File: src/hdl/pid_controller_antiwindup_slew_unit_assert.svh
// Assertion macros shared by the PID controller RTL
`ifndef PID_CONTROLLER_ANTIWINDUP_SLEW_UNIT_ASSERT_SVH
`define PID_CONTROLLER_ANTIWINDUP_SLEW_UNIT_ASSERT_SVH
`ifndef SYNTHESIS
`define PID_AWS_ASSERT(label, clk, rst, prop, msg) \
   label: assert property (@(posedge clk) disable iff (rst) prop) else $error(msg);
`define PID_AWS_ASSERT_NR(label, clk, prop, msg) \
   label: assert property (@(posedge clk) prop) else $error(msg);
`else
`define PID_AWS_ASSERT(label, clk, rst, prop, msg)
`define PID_AWS_ASSERT_NR(label, clk, prop, msg)
`endif
`endif

File: src/hdl/pid_aws_pkg.sv
// Types, widths, codes and helpers for the PID controller
package pid_aws_pkg;

   localparam int DATA_WIDTH = 16;

   localparam int IN_W       = 16;
   localparam int OUT_W      = 16;
   localparam int LIM_W      = 15;
   localparam int GAIN_W     = 32;
   localparam int HALF_W     = 16;
   localparam int FRAC_W     = 16;
   localparam int ERR_W      = 17;
   localparam int DERR_W     = 18;
   localparam int SUM_W      = 32;
   localparam int SUMX_W     = 36;
   localparam int MUL_A_W    = 33;
   localparam int PROD_W     = MUL_A_W + HALF_W + 1;
   localparam int ACC_W      = 52;
   localparam int QUO_W      = 34;
   localparam int LOW_MAG_W  = QUO_W - FRAC_W;
   localparam int HI_W       = ACC_W - LOW_MAG_W;
   localparam int QCNT_W     = $clog2(QUO_W + 1);
   localparam int MUL_STEPS  = 6;
   localparam int MCNT_W     = 3;
   localparam int CSR_IDX_W  = 3;
   localparam int CSR_DATA_W = 32;
   localparam int SLEW_W     = ((DATA_WIDTH > OUT_W) ? DATA_WIDTH : OUT_W) + 2;

   localparam logic [QUO_W-1:0] SCALE_CAP = QUO_W'(64'h2_0000_0000);

   localparam logic signed [SLEW_W-1:0] SAT_HI =
      SLEW_W'((64'sd1 <<< (DATA_WIDTH - 1)) - 64'sd1);
   localparam logic signed [SLEW_W-1:0] SAT_LO = ~SAT_HI;

   localparam logic [GAIN_W-1:0]       KP_RST         = '0;
   localparam logic [GAIN_W-1:0]       KI_TS_RST      = '0;
   localparam logic [GAIN_W-1:0]       KD_F_RST       = '0;
   localparam logic [LIM_W-1:0]        MAX_OUTPUT_RST = 15'd32767;
   localparam logic signed [OUT_W-1:0] MIN_OUTPUT_RST = 16'sh8000;
   localparam logic [LIM_W-1:0]        SLEW_STEP_RST  = 15'd25;

   typedef enum logic [CSR_IDX_W-1:0] {
      CSR_KP,
      CSR_KI_TS,
      CSR_KD_F,
      CSR_MAX_OUTPUT,
      CSR_MIN_OUTPUT,
      CSR_SLEW_STEP
   } csr_index_type;

   typedef enum logic [2:0] {
      ST_IDLE,
      ST_SUM,
      ST_MUL,
      ST_CLAMP,
      ST_DIV,
      ST_UNWIND,
      ST_SLEW,
      ST_DONE
   } state_type;

   typedef struct packed {
      logic busy;
      logic done;
   } div_status_type;

   // Saturate a widened sum back to the signed 32-bit integral range
   function automatic logic signed [SUM_W-1:0] sat_sum(input logic signed [SUMX_W-1:0] v);
      logic signed [SUM_W-1:0] r;
      if (v[SUMX_W-1:SUM_W-1] == '0 || v[SUMX_W-1:SUM_W-1] == '1) begin
         r = v[SUM_W-1:0];
      end else if (v[SUMX_W-1]) begin
         r = {1'b1, {(SUM_W-1){1'b0}}};
      end else begin
         r = {1'b0, {(SUM_W-1){1'b1}}};
      end
      return r;
   endfunction

endpackage

File: src/hdl/pid_controller_antiwindup_slew_unit.sv
// PID controller with back-calculation anti-windup and output slew limit
// Sequence: sum, multiply, clamp, slew, done; a restart transaction goes straight
//   from sum to done, and an integral unwind adds a 34-step serial divide plus handoff.
// A new request is taken only in idle, once the previous result has been handed off; the
//   work runs as six passes through the shared 33x17 multiplier and the bit-serial divider.
// Reset: gains zero, limits +32767/-32768, slew step 25, integral and history cleared.
`include "pid_controller_antiwindup_slew_unit_assert.svh"
module pid_controller_antiwindup_slew_unit (
   input  logic                                      clock,
   input  logic                                      reset,
   input  logic                                      req_valid,
   output logic                                      req_ready,
   input  logic signed [pid_aws_pkg::IN_W-1:0]       req_setpoint,
   input  logic signed [pid_aws_pkg::IN_W-1:0]       req_measurement,
   input  logic                                      req_restart,
   output logic                                      rsp_valid,
   input  logic                                      rsp_ready,
   output logic signed [pid_aws_pkg::OUT_W-1:0]      rsp_drive,
   output logic                                      rsp_limit_hit,
   output logic                                      rsp_slew_hit,
   input  logic                                      csr_wr_en,
   input  logic [pid_aws_pkg::CSR_IDX_W-1:0]         csr_index,
   input  logic [pid_aws_pkg::CSR_DATA_W-1:0]        csr_wdata
);
   import pid_aws_pkg::*;

   // configuration
   logic [GAIN_W-1:0]       kp_ff, ki_ff, kd_ff;
   logic [LIM_W-1:0]        max_ff, step_ff;
   logic signed [OUT_W-1:0] min_ff;

   // sequencer
   state_type         state_ff, state_in;
   logic [MCNT_W-1:0] mcnt_ff, mcnt_in;

   // controller state
   logic signed [SUM_W-1:0]      sum_ff, sum_in;
   logic signed [ERR_W-1:0]      prev_err_ff, prev_err_in;
   logic signed [DATA_WIDTH-1:0] prev_out_ff, prev_out_in;

   // working registers
   logic signed [ERR_W-1:0]  err_ff, err_in;
   logic                     restart_ff, restart_in;
   logic signed [DERR_W-1:0] derr_ff, derr_in;
   logic signed [ACC_W-1:0]  acc_ff, acc_in;
   logic signed [OUT_W-1:0]  o_ff, o_in;
   logic                     lim_ff, lim_in;
   logic [ACC_W-1:0]         mag_ff, mag_in;
   logic                     neg_ff, neg_in;
   logic signed [OUT_W-1:0]  drive_ff, drive_in;
   logic                     slw_ff, slw_in;

   // response register
   logic                    rsp_valid_ff, rsp_valid_in;
   logic signed [OUT_W-1:0] rsp_drive_ff, rsp_drive_in;
   logic                    rsp_lim_ff, rsp_lim_in;
   logic                    rsp_slw_ff, rsp_slw_in;

   // control
   logic accept;
   logic div_start;
   logic rsp_load;

   // shared units
   logic signed [MUL_A_W-1:0] mul_a;
   logic [HALF_W-1:0]         mul_b;
   logic signed [PROD_W-1:0]  mul_prod;
   logic [QUO_W-1:0]          div_q;
   div_status_type            div_stat;

   // datapath terms
   logic signed [ERR_W-1:0]  err_new;
   logic signed [SUM_W-1:0]  sum_acc;
   logic signed [DERR_W-1:0] derr_new;
   logic                     ki_nz;
   logic signed [ACC_W-1:0]  acc_add;
   logic signed [ACC_W-1:0]  max_ext, min_ext, negmax;
   logic                     over, under, under_sym;
   logic                     unwind_c, lim_c, neg_c;
   logic signed [OUT_W-1:0]  o_c;
   logic [ACC_W-1:0]         mag_c;
   logic signed [SUMX_W-1:0] q_ext;
   logic signed [SUM_W-1:0]  sum_unw;
   logic signed [SLEW_W-1:0] o_w, last_w, step_w, diff, slewed, sat_w;
   logic                     up, dn;

   pid_aws_mul u_mul (
      .clock (clock),
      .mul_a (mul_a),
      .mul_b (mul_b),
      .prod  (mul_prod)
   );

   pid_aws_div u_div (
      .clock     (clock),
      .reset     (reset),
      .start     (div_start),
      .magnitude (mag_c),
      .divisor   (ki_ff),
      .quotient  (div_q),
      .status    (div_stat)
   );

   // configuration writes
   always_ff @(posedge clock) begin
      if (reset) begin
         kp_ff   <= KP_RST;
         ki_ff   <= KI_TS_RST;
         kd_ff   <= KD_F_RST;
         max_ff  <= MAX_OUTPUT_RST;
         min_ff  <= MIN_OUTPUT_RST;
         step_ff <= SLEW_STEP_RST;
      end else if (csr_wr_en) begin
         case (csr_index_type'(csr_index))
            CSR_KP:         kp_ff   <= csr_wdata[GAIN_W-1:0];
            CSR_KI_TS:      ki_ff   <= csr_wdata[GAIN_W-1:0];
            CSR_KD_F:       kd_ff   <= csr_wdata[GAIN_W-1:0];
            CSR_MAX_OUTPUT: max_ff  <= csr_wdata[LIM_W-1:0];
            CSR_MIN_OUTPUT: min_ff  <= csr_wdata[OUT_W-1:0];
            CSR_SLEW_STEP:  step_ff <= csr_wdata[LIM_W-1:0];
            default: begin
               // drop writes to unmapped indexes
            end
         endcase
      end
   end

   // error, integral and derivative terms
   assign err_new  = ERR_W'(req_setpoint) - ERR_W'(req_measurement);
   assign ki_nz    = (ki_ff != '0);
   assign sum_acc  = sat_sum(SUMX_W'(sum_ff) + SUMX_W'(err_ff));
   assign derr_new = DERR_W'(err_ff) - DERR_W'(prev_err_ff);

   // operand select: even pass takes the gain's low half, odd pass its high half
   always_comb begin
      case (mcnt_ff[MCNT_W-1:1])
         2'd0:    mul_a = MUL_A_W'(err_ff);
         2'd1:    mul_a = MUL_A_W'(sum_ff);
         2'd2:    mul_a = MUL_A_W'(derr_ff);
         default: mul_a = '0;
      endcase
      case (mcnt_ff[MCNT_W-1:1])
         2'd0:    mul_b = mcnt_ff[0] ? kp_ff[GAIN_W-1:HALF_W] : kp_ff[HALF_W-1:0];
         2'd1:    mul_b = mcnt_ff[0] ? ki_ff[GAIN_W-1:HALF_W] : ki_ff[HALF_W-1:0];
         2'd2:    mul_b = mcnt_ff[0] ? kd_ff[GAIN_W-1:HALF_W] : kd_ff[HALF_W-1:0];
         default: mul_b = '0;
      endcase
   end

   // floor(x*g >> 16) = floor(x*g_lo >> 16) + x*g_hi; the product arrives in the cycle after issue
   assign acc_add = mcnt_ff[0] ? ACC_W'(mul_prod >>> FRAC_W) : ACC_W'(mul_prod);

   // output limits
   assign max_ext   = ACC_W'({1'b0, max_ff});
   assign min_ext   = ACC_W'(min_ff);
   assign negmax    = -max_ext;
   assign over      = acc_ff > max_ext;
   assign under     = acc_ff < min_ext;
   assign under_sym = acc_ff < negmax;

   always_comb begin
      unwind_c = 1'b0;
      lim_c    = 1'b0;
      neg_c    = 1'b0;
      o_c      = OUT_W'(acc_ff);
      mag_c    = acc_ff - max_ext;
      if (ki_nz) begin
         if (over) begin
            unwind_c = 1'b1;
            lim_c    = 1'b1;
            o_c      = OUT_W'(max_ext);
         end else if (under) begin
            unwind_c = 1'b1;
            lim_c    = 1'b1;
            neg_c    = 1'b1;
            o_c      = min_ff;
            mag_c    = min_ext - acc_ff;
         end
      end else if (over) begin
         lim_c = 1'b1;
         o_c   = OUT_W'(max_ext);
      end else if (under_sym) begin
         lim_c = 1'b1;
         o_c   = OUT_W'(negmax);
      end
   end

   // back-calculation: pull the sum back by the scaled excess
   assign q_ext   = {2'b00, div_q};
   assign sum_unw = sat_sum(neg_ff ? SUMX_W'(sum_ff) + q_ext : SUMX_W'(sum_ff) - q_ext);

   // slew limit, then saturate to the output word
   assign o_w    = SLEW_W'(o_ff);
   assign last_w = SLEW_W'(prev_out_ff);
   assign step_w = SLEW_W'({1'b0, step_ff});
   assign diff   = o_w - last_w;
   assign up     = diff > step_w;
   assign dn     = diff < -step_w;
   assign slewed = up ? last_w + step_w : (dn ? last_w - step_w : o_w);
   assign sat_w  = (slewed > SAT_HI) ? SAT_HI : ((slewed < SAT_LO) ? SAT_LO : slewed);

   // next state
   always_comb begin
      state_in = state_ff;
      case (state_ff)
         ST_IDLE:   if (req_valid) state_in = ST_SUM;
         ST_SUM:    state_in = restart_ff ? ST_DONE : ST_MUL;
         ST_MUL:    if (mcnt_ff == MCNT_W'(MUL_STEPS)) state_in = ST_CLAMP;
         ST_CLAMP:  state_in = unwind_c ? ST_DIV : ST_SLEW;
         ST_DIV:    if (div_stat.done) state_in = ST_UNWIND;
         ST_UNWIND: state_in = ST_SLEW;
         ST_SLEW:   state_in = ST_DONE;
         ST_DONE:   if (rsp_load) state_in = ST_IDLE;
         default:   state_in = ST_IDLE;
      endcase
   end

   // control outputs
   always_comb begin
      req_ready = (state_ff == ST_IDLE);
      accept    = req_valid && (state_ff == ST_IDLE);
      div_start = (state_ff == ST_CLAMP) && unwind_c;
      rsp_load  = (state_ff == ST_DONE) && (!rsp_valid_ff || rsp_ready);
   end

   // datapath next values
   always_comb begin
      mcnt_in     = mcnt_ff;
      sum_in      = sum_ff;
      prev_err_in = prev_err_ff;
      prev_out_in = prev_out_ff;
      err_in      = err_ff;
      restart_in  = restart_ff;
      derr_in     = derr_ff;
      acc_in      = acc_ff;
      o_in        = o_ff;
      lim_in      = lim_ff;
      mag_in      = mag_ff;
      neg_in      = neg_ff;
      drive_in    = drive_ff;
      slw_in      = slw_ff;
      case (state_ff)
         ST_IDLE: begin
            if (accept) begin
               err_in     = err_new;
               restart_in = req_restart;
            end
         end
         ST_SUM: begin
            if (restart_ff) begin
               sum_in      = '0;
               prev_err_in = '0;
               prev_out_in = '0;
               drive_in    = '0;
               lim_in      = 1'b0;
               slw_in      = 1'b0;
            end else begin
               sum_in  = ki_nz ? sum_acc : '0;
               derr_in = derr_new;
               acc_in  = '0;
               mcnt_in = '0;
            end
         end
         ST_MUL: begin
            mcnt_in = mcnt_ff + MCNT_W'(1);
            if (mcnt_ff != '0) begin
               acc_in = acc_ff + acc_add;
            end
         end
         ST_CLAMP: begin
            o_in        = o_c;
            lim_in      = lim_c;
            mag_in      = mag_c;
            neg_in      = neg_c;
            prev_err_in = err_ff;
         end
         ST_UNWIND: begin
            sum_in = sum_unw;
         end
         ST_SLEW: begin
            drive_in    = OUT_W'(sat_w);
            slw_in      = up || dn;
            prev_out_in = DATA_WIDTH'(sat_w);
         end
         default: begin
            // hold
         end
      endcase
   end

   // response register: a finished result waits here while the next transaction starts
   always_comb begin
      rsp_valid_in = rsp_valid_ff;
      rsp_drive_in = rsp_drive_ff;
      rsp_lim_in   = rsp_lim_ff;
      rsp_slw_in   = rsp_slw_ff;
      if (rsp_load) begin
         rsp_valid_in = 1'b1;
         rsp_drive_in = drive_ff;
         rsp_lim_in   = lim_ff;
         rsp_slw_in   = slw_ff;
      end else if (rsp_ready) begin
         rsp_valid_in = 1'b0;
      end
   end

   always_ff @(posedge clock) begin
      if (reset) begin
         state_ff     <= ST_IDLE;
         mcnt_ff      <= '0;
         sum_ff       <= '0;
         prev_err_ff  <= '0;
         prev_out_ff  <= '0;
         rsp_valid_ff <= 1'b0;
      end else begin
         state_ff     <= state_in;
         mcnt_ff      <= mcnt_in;
         sum_ff       <= sum_in;
         prev_err_ff  <= prev_err_in;
         prev_out_ff  <= prev_out_in;
         rsp_valid_ff <= rsp_valid_in;
      end
   end

   always_ff @(posedge clock) begin
      err_ff       <= err_in;
      restart_ff   <= restart_in;
      derr_ff      <= derr_in;
      acc_ff       <= acc_in;
      o_ff         <= o_in;
      lim_ff       <= lim_in;
      mag_ff       <= mag_in;
      neg_ff       <= neg_in;
      drive_ff     <= drive_in;
      slw_ff       <= slw_in;
      rsp_drive_ff <= rsp_drive_in;
      rsp_lim_ff   <= rsp_lim_in;
      rsp_slw_ff   <= rsp_slw_in;
   end

   assign rsp_valid     = rsp_valid_ff;
   assign rsp_drive     = rsp_drive_ff;
   assign rsp_limit_hit = rsp_lim_ff;
   assign rsp_slew_hit  = rsp_slw_ff;

   `PID_AWS_ASSERT(a_div_gain_nonzero, clock, reset, div_start |-> (ki_ff != '0), "divide started with zero integral gain")
   `PID_AWS_ASSERT(a_div_in_flight, clock, reset, (state_ff == ST_DIV) |-> (div_stat.busy || div_stat.done), "waiting on an idle divider")
   `PID_AWS_ASSERT(a_prev_out_hold, clock, reset, (state_ff != ST_SLEW && state_ff != ST_SUM) |=> $stable(prev_out_ff), "last output changed outside update")
   `PID_AWS_ASSERT(a_restart_zero, clock, reset, (state_ff == ST_DONE && restart_ff) |-> (drive_ff == '0 && !lim_ff && !slw_ff), "restart result not cleared")
   `PID_AWS_ASSERT_NR(a_reset_idle, clock, reset |=> (state_ff == ST_IDLE && !rsp_valid_ff), "reset did not idle the sequencer")

endmodule

File: src/hdl/pid_aws_mul.sv
// Registered signed multiplier: one operand times one 16-bit gain half
module pid_aws_mul (
   input  logic                                   clock,
   input  logic signed [pid_aws_pkg::MUL_A_W-1:0] mul_a,
   input  logic        [pid_aws_pkg::HALF_W-1:0]  mul_b,
   output logic signed [pid_aws_pkg::PROD_W-1:0]  prod
);
   import pid_aws_pkg::*;

   logic signed [HALF_W:0]   b_s;
   logic signed [PROD_W-1:0] prod_in;
   logic signed [PROD_W-1:0] prod_ff;

   assign b_s     = {1'b0, mul_b};
   assign prod_in = mul_a * b_s;

   always_ff @(posedge clock) begin
      prod_ff <= prod_in;
   end

   assign prod = prod_ff;

endmodule

File: src/hdl/pid_aws_div.sv
// Bit-serial restoring divider for the anti-windup scale, capped quotient
`include "pid_controller_antiwindup_slew_unit_assert.svh"
module pid_aws_div (
   input  logic                                  clock,
   input  logic                                  reset,
   input  logic                                  start,
   input  logic [pid_aws_pkg::ACC_W-1:0]         magnitude,
   input  logic [pid_aws_pkg::GAIN_W-1:0]        divisor,
   output logic [pid_aws_pkg::QUO_W-1:0]         quotient,
   output pid_aws_pkg::div_status_type           status
);
   import pid_aws_pkg::*;

   logic              busy_ff, busy_in;
   logic              done_ff, done_in;
   logic [QCNT_W-1:0] cnt_ff, cnt_in;
   logic [GAIN_W-1:0] rem_ff, rem_in;
   logic [QUO_W-1:0]  shreg_ff, shreg_in;
   logic [HI_W-1:0]   hi;
   logic [GAIN_W:0]   rem2;
   logic [GAIN_W:0]   rem_sub;
   logic              fits;
   logic              ge;

   // Dividend is magnitude << 16; its bits above the quotient width seed the remainder
   assign hi      = magnitude[ACC_W-1:LOW_MAG_W];
   assign fits    = hi < HI_W'(divisor);
   assign rem2    = {rem_ff, shreg_ff[QUO_W-1]};
   assign rem_sub = rem2 - {1'b0, divisor};
   assign ge      = rem2 >= {1'b0, divisor};

   always_comb begin
      busy_in  = busy_ff;
      done_in  = 1'b0;
      cnt_in   = cnt_ff;
      rem_in   = rem_ff;
      shreg_in = shreg_ff;
      if (start) begin
         if (fits) begin
            busy_in  = 1'b1;
            cnt_in   = QCNT_W'(QUO_W);
            rem_in   = hi[GAIN_W-1:0];
            shreg_in = {magnitude[LOW_MAG_W-1:0], {FRAC_W{1'b0}}};
         end else begin
            // quotient would not fit: saturate at once
            busy_in  = 1'b0;
            done_in  = 1'b1;
            shreg_in = SCALE_CAP;
         end
      end else if (busy_ff) begin
         rem_in   = ge ? rem_sub[GAIN_W-1:0] : rem2[GAIN_W-1:0];
         shreg_in = {shreg_ff[QUO_W-2:0], ge};
         cnt_in   = cnt_ff - QCNT_W'(1);
         if (cnt_ff == QCNT_W'(1)) begin
            busy_in = 1'b0;
            done_in = 1'b1;
         end
      end
   end

   always_ff @(posedge clock) begin
      if (reset) begin
         busy_ff <= 1'b0;
         done_ff <= 1'b0;
         cnt_ff  <= '0;
      end else begin
         busy_ff <= busy_in;
         done_ff <= done_in;
         cnt_ff  <= cnt_in;
      end
   end

   always_ff @(posedge clock) begin
      rem_ff   <= rem_in;
      shreg_ff <= shreg_in;
   end

   assign quotient    = (shreg_ff > SCALE_CAP) ? SCALE_CAP : shreg_ff;
   assign status.busy = busy_ff;
   assign status.done = done_ff;

   `PID_AWS_ASSERT(a_div_start_runs, clock, reset, start |=> (busy_ff || done_ff), "divider start lost")
   `PID_AWS_ASSERT(a_div_cnt_live, clock, reset, busy_ff |-> (cnt_ff != '0), "divider count ran out while busy")
   `PID_AWS_ASSERT(a_div_done_idle, clock, reset, done_ff |-> !busy_ff, "divider done while still busy")

endmodule

File: config.mk
export PLATFORM = sky130hd
export DESIGN_NAME = pid_controller_antiwindup_slew_unit
export DESIGN_NICKNAME = d
export VERILOG_FILES = /design/src/hdl/pid_aws_pkg.sv /design/src/hdl/pid_controller_antiwindup_slew_unit.sv /design/src/hdl/pid_aws_mul.sv /design/src/hdl/pid_aws_div.sv
export VERILOG_INCLUDE_DIRS = /design/src /design/src/hdl
export SDC_FILE = /design/constraint.sdc
export NUM_CORES = 2
export LEC_CHECK = 0
export BUFFER_PORTS_ARGS = -buffer_cell sky130_fd_sc_hd__buf_2
export CAP_MARGIN = 0
export CELL_PAD_IN_SITES_DETAIL_PLACEMENT = 1
export CELL_PAD_IN_SITES_GLOBAL_PLACEMENT = 2
export CORE_MARGIN = 10
export CORE_UTILIZATION = 44
export CTS_CLUSTER_SIZE = 25
export DETAILED_ROUTE_END_ITERATION = 7
export GPL_TIMING_DRIVEN = 0
export HOLD_SLACK_MARGIN = 0.05
export PLACE_DENSITY = 0.85
export SETUP_SLACK_MARGIN = 0.1
export SYNTH_ARGS = -nofsm -noshare
export SYNTH_HDL_FRONTEND = slang
export SYNTH_SLANG_ARGS = --single-unit
File: constraint.sdc
create_clock -name clock -period 17 [get_ports clock]
set_input_delay 3.4 -clock clock [delete_from_list [all_inputs] [get_ports clock]]
set_output_delay 3.4 -clock clock [all_outputs]
set_load 0.03 [all_outputs]
Word level (Yosys, flattened, before mapping)
Cells that the tools add are included.
- word-level logic and storage cells: 193
- ROM bits: 0
- register bits: 479
- bits in latches: 0
- input port bits: 73
- memories kept: 0
- RAM bits: 0
- $add $sub $neg: 16
- divide/modulo/power cells: 0
- bitwise gates (word level): 2
- magnitude comparators: 10
- equal/unequal tests: 26
- shift-type cells: 0
- mux-type cells: 72
- reduce and logical (&&, ||, !) cells: 36
- multiply operators: 1
- operators by type and width (operator ; count):
    $mux W32 ; 10
    $mux W52 ; 5
    $mux W16 ; 11
    $mux W34 ; 4
    $pmux W52 S2 ; 1
    $pmux W33 S3 ; 1
    $pmux W32 S2 ; 1
    $add A52 B50 Y52 ; 1
    $gt A52 B16 Y1 ; 1
    $lt A52 B16 Y1 ; 1
    $lt A52 B52 Y1 ; 1
    $neg A15 Y52 ; 1
    $sub A16 B52 Y52 ; 1
    $sub A52 B16 Y52 ; 1
    $sub A16 B16 Y17 ; 3
    $mul A33 B17 Y50 ; 1
    $mux W49 ; 1
    $pmux W16 S3 ; 1
    $add A32 B35 Y36 ; 1
    $mux W18 ; 2
    $mux W36 ; 1
    $sub A32 B35 Y36 ; 1
    $gt A34 B34 Y1 const B ; 1
    $lt A34 B32 Y1 ; 1
    other kinds (45) ; 110

Depth between registers and ports, before layout
- depth in word-level cells: 8
- mapped depth: 33

Modules after synthesis
Synthesis repeated with hierarchy kept, for this count alone.
- cell total of the unflattened synthesis: 7057
- area total of the unflattened synthesis: 58700.0 um^2
- by module, submodules not included (module ; area each (um^2) ; cells each ; times used ; sequential area each (um^2)):
    pid_controller_antiwindup_slew_unit ; 33041.7 ; 4244 ; 1 ; 8518.2
    pid_aws_mul ; 19513.7 ; 2161 ; 1 ; 1001.0
    pid_aws_div ; 6144.6 ; 652 ; 1 ; 2142.1

Worst setup path after synthesis
No wires, ideal clock.
- path type: reg2reg
- start point: register mcnt_ff[2]
- end point: register u_mul.prod_ff[47] (netlist: u_mul.prod[47])
- stages on the path, launching flop included: 31
- period minus slack after synthesis: 9.068 ns
- library setup time: 0.072 ns
- setup slack: 7.932 ns
- data arrival time: 8.996 ns
- buffers on the path: 6
- cell sequence: dfxtp_1 -> clkbuf_1 -> buf_1 -> buf_1 -> clkbuf_1 -> clkbuf_1 -> mux2i_1 -> o21ai_0 -> clkbuf_1 -> nand2_1 -> fa_1 -> inv_1 -> fa_1 -> fa_1 -> fa_1 -> fa_1 -> inv_1 -> fa_1 -> inv_1 -> ha_1 -> a21oi_1 -> o21ai_0 -> a211oi_1 -> nor3_1 -> o21bai_1 -> or4b_2 -> and3_1 -> a2111oi_0 -> o41ai_1 -> o31ai_1 -> xnor2_1
- cells in the longest elaborated chain, start to end: 3
- elaborated cells on any way between the ends: 6
- classes of those cells: 1 x mul; 2 x eq/ne; 2 x mux; 1 x reduce/logical
- ends and longest elaborated chain (item ; RTL line ; RTL):
    start, declared ; pid_controller_antiwindup_slew_unit.sv:34 ; logic [MCNT_W-1:0] mcnt_ff, mcnt_in;
    start signal, assigned ; pid_controller_antiwindup_slew_unit.sv:317 ; mcnt_ff <= mcnt_in;
    $eq A2 B2 Y1 (tied with other cells) ; pid_controller_antiwindup_slew_unit.sv:136, pid_controller_antiwindup_slew_unit.sv:142 ;
    $pmux W33 S3 or $pmux W16 S3 (tied branches) ; pid_controller_antiwindup_slew_unit.sv:136, pid_controller_antiwindup_slew_unit.sv:142 ;
    $mul A33 B17 Y50 * ; pid_aws_mul.sv:15 ; assign prod_in = mul_a * b_s;
    via u_mul.prod_in[47] ; pid_aws_mul.sv:11 ; logic signed [PROD_W-1:0] prod_in;
    end signal, assigned ; pid_aws_mul.sv:18 ; prod_ff <= prod_in;
    end, declared ; pid_aws_mul.sv:12 ; logic signed [PROD_W-1:0] prod_ff;
Mark *: on every way through the listed nets, which the timed path passes. The rest lies on a longest branch.
A chain may end at the register's enable or synchronous reset.

Worst setup path after layout
Ends and elaborated chain as after synthesis.

==> run_results.csv <==
group,metric,value,unit
outcome,status,"finished with violations",
outcome,violations,"max-capacitance violations, max-slew violations",
cts,clock-root-buffer,"clkbuf_16",
route,wl_per_cell,25.1,um
placed_design,numPortBuffers,91,
logic_synthesis,synth-async-reset-ratio,0,%
die,coreArea,0.130,sq mm
route,vias_per_cell,5.81,
pwr,leakage,27.6,nW
worst_setup_path,path_class,"flop to flop",
global_routing,grt_pass1_wl,338000,um
cts,clock_sinks,479,
final_layout,fill_cells,15600,
logic_synthesis,synth_flop_cell,"dfxtp_1",
placed_design,hpwl,189000,um
cts,cts_max_level,2,
cts,holdBufCountCts,0,
route,drcViolationCount,0,
cts,cts_resized,0,
route,drtAntennaViolNets,0,
final_layout,nets,8249,
sta,skew,0.0417,ns
min_path,hold_class,"flop to flop",
sta,setup_viol,0,
worst_setup_path,cp_common_cell,"fa_1",
logic_synthesis,synth_top_cell_area_share,17.5,%
die,dieArea,0.146,sq mm
sta,drv_slew,1,
route,routed_wl,224000,um
worst_setup_path,critPathArrivalTime,13.36,ns
final_layout,fin_cells,8935,
logic_synthesis,seq_area_frac_synth,20.3,%
final_layout,multi_input_area,0.0413,sq mm
logic_synthesis,syn-num-nets,8091,
logic_synthesis,netlist_area,0.0575,sq mm
logic_synthesis,yosys_warnings,0,
worst_setup_path,cp_slowest_cell,"clkbuf_1",
final_layout,regArea,0.0117,sq mm
logic_synthesis,syn_area_per_cell,8.24,sq um
route,drtPass1Iterations,5,
cts,numCtsBuffers,56,
worst_setup_path,critPathRequiredTime,17.57,ns
placed_design,gp_congestion,1.01,
die,dieHeight,382,um
final_layout,drive_above_1_share,4.69,%
route,first_iter_violations,2978,
sta,min_period,12.79,ns
global_routing,grt_usage,29.8,%
cts,postCtsSetupBuffers,0,
placed_design,placed_cells,8819,
sta,tightest_slew,1.50,ns
global_routing,grt_pass1_vias,54400,
flow_run,cap_violations,2,
die,start_util,44.4,%
logic_synthesis,ys_seq_elements,479,
logic_synthesis,synth_area_leaders,"fa_1 (18%), ha_1 (12%), edfxtp_1 (11%)",
worst_setup_path,critPathMaxFanout,10,
final_layout,syn2layout_area_growth,8.29,%
die,io_pins,93,
route,routed-via-count,51900,
sta,rsz0062_at_grt,"false",
cts,clkSlewWorstSetupHoldPaths,0.06,ns
die,die_x,382,um
logic_synthesis,syn_inst,6977,
global_routing,antenna_found_initial,12,
global_routing,grt.overflow.total,0,
sta,hold_ws,0.418,ns
sta,finalHoldViolCount,0,
logic_synthesis,synth_area_leader_cell,"fa_1",
pwr,irDropWorstVdd,0.122,mV
pwr,power_density,130,mW/mm^2
worst_setup_path,start_kind,"flop",
cts,clk_latency,0.68,ns
global_routing,grt_start_max_net_pins,39,
cts,cts_tree,"built",
worst_setup_path,slowest_delay,1.05,ns
sta,clock.fmax,0.0782,GHz
sta,fin_crit_sh,75.2,%
logic_synthesis,yosysUniqueCellTypes,91,
cts,clock_path_buffers,3,
worst_setup_path,end_kind,"flop",
sta,max-slew-margin-rel,-0.534,%
sta,fin_tns_setup,0,ns
die,rows,132,
logic_synthesis,synth_edf_count,207,
-- per-layer routing --
layer / up-vias / share of wire [%] / global-route usage [%]
met4: 10 / 4.7 / 12.0
li1: 24000 / - / -
met5: - / 0.027 / 0
met1: 26200 / 43 / 38.3
met2: 1369 / 47 / 50.5
met3: 379 / 5.6 / 4.06
-- cell usage in the layout, fill, tap and decap left out, drive strengths merged, types with 16 or more instances in the layout --
cell type,instances
a211o,16
a211oi,54
a21boi,27
a21o,219
a21oi,512
a221oi,55
a22oi,37
a31oi,43
and2,85
and3,33
buf,123
clkbuf,347
clkinv,22
dfxtp,272
edfxtp,207
fa,504
ha,537
inv,905
mux2,62
mux2i,49
nand2,954
nand2b,59
nand3,66
nand3b,29
nand4,72
nor2,550
nor2b,75
nor3,94
nor4,53
o211ai,32
o21a,79
o21ai,293
o21bai,40
o22ai,31
o31a,17
o31ai,25
or2,27
or3,33
xnor2,237
xor2,106
-- registers in the layout, summed over array words and instances, names as in the netlist, 16 cells and up --
register and flops:
acc_ff 52, derr_ff 18, drive_ff 16, err_ff 17, kd_ff 32, ki_ff 32
kp_ff 32, min_ff 16, o_ff 16, prev_err_ff 17, prev_out_ff 16, rsp_drive 16
sum_ff 32, u_div.rem_ff 32, u_div.shreg_ff 34, u_mul.prod 50
-- metrics by stage --
stage                     total power [mW]  util (%)  area [sq um]  setup WS (ns)
after CTS                             8.12      48.0         62200           4.04
final                                 8.11      48.0         62300           4.21
after global routing                  8.81      48.0         62200           3.82
after floorplan                       5.19         -         57500           7.93
after global placement                6.66      46.4         60100           4.23
after detailed placement              6.80      46.5         60300           4.10
-- cell usage after synthesis, types with 59 or more instances --
| cell | n |
|---|---|
| nor2b_1 | 75 |
| nor2_1 | 550 |
| o21a_1 | 79 |
| mux2_2 | 61 |
| xor2_1 | 106 |
| xnor2_1 | 236 |
| nor3_1 | 93 |
| fa_1 | 504 |
| o21ai_0 | 275 |
| inv_1 | 900 |
| a21o_1 | 219 |
| a21oi_1 | 511 |
| nand2_1 | 954 |
| ha_1 | 537 |
| edfxtp_1 | 207 |
| and2_1 | 83 |
| dfxtp_1 | 272 |
| nand2b_1 | 59 |
| clkbuf_1 | 277 |
| nand4_1 | 72 |
| nand3_1 | 66 |
-- worst max-delay path, delay by kind of cell (launching register included) --
kind            cells  cell delay (ns)
simple gates        4             1.20
fa+ha+maj           7             3.68
mux                 1             0.41
xor+xnor            1             0.16
flops               1             0.31
compound gates      9             3.52
buf+inv             8             3.35
-- cell families after synthesis --
logic type,Yosys count,share of synthesized area [%]
simple gates,2175,17.0
compound gates,1626,18.2
buf+inv,1202,7.90
fa+ha+maj,1041,29.2
flops,479,20.3
xor+xnor,343,5.24
mux,111,2.07
-- layout make-up --
cell class,count,share of cell area [%]
buffer,301,1.86
clock buffer,69,2.45
tap,1742,3.50
timing repair buffer,100,0.942
clock inverter,36,0.653
sequential,479,18.7
multi-input combinational,5296,66.4
antenna,11,0.0442
inverter,901,5.43
-- where the power goes --
group	switching (mW)	total [mW]	internal [mW]
sequential	0.148	1.53	1.38
clock	0.554	1.29	0.734
combinational	3.27	5.29	2.03
-- path summary, 6_finish.rpt --
check | start | to | slack [ns] | cells after the start
worst max-delay path | mcnt_ff[2]$_SDFFE_PP0P_ | u_mul.prod[47]$_DFF_P_ | 4.21 | 30
worst min-delay path | drive_ff[13]$_DFFE_PP_ | rsp_drive[13]$_DFFE_PP_ | 0.42 | 0
worst max register to register | mcnt_ff[2]$_SDFFE_PP0P_ | u_mul.prod[47]$_DFF_P_ | 4.21 | 30
worst min register to register | drive_ff[13]$_DFFE_PP_ | rsp_drive[13]$_DFFE_PP_ | 0.42 | 0
No activity file was read; power rests on OpenSTA's default activity.
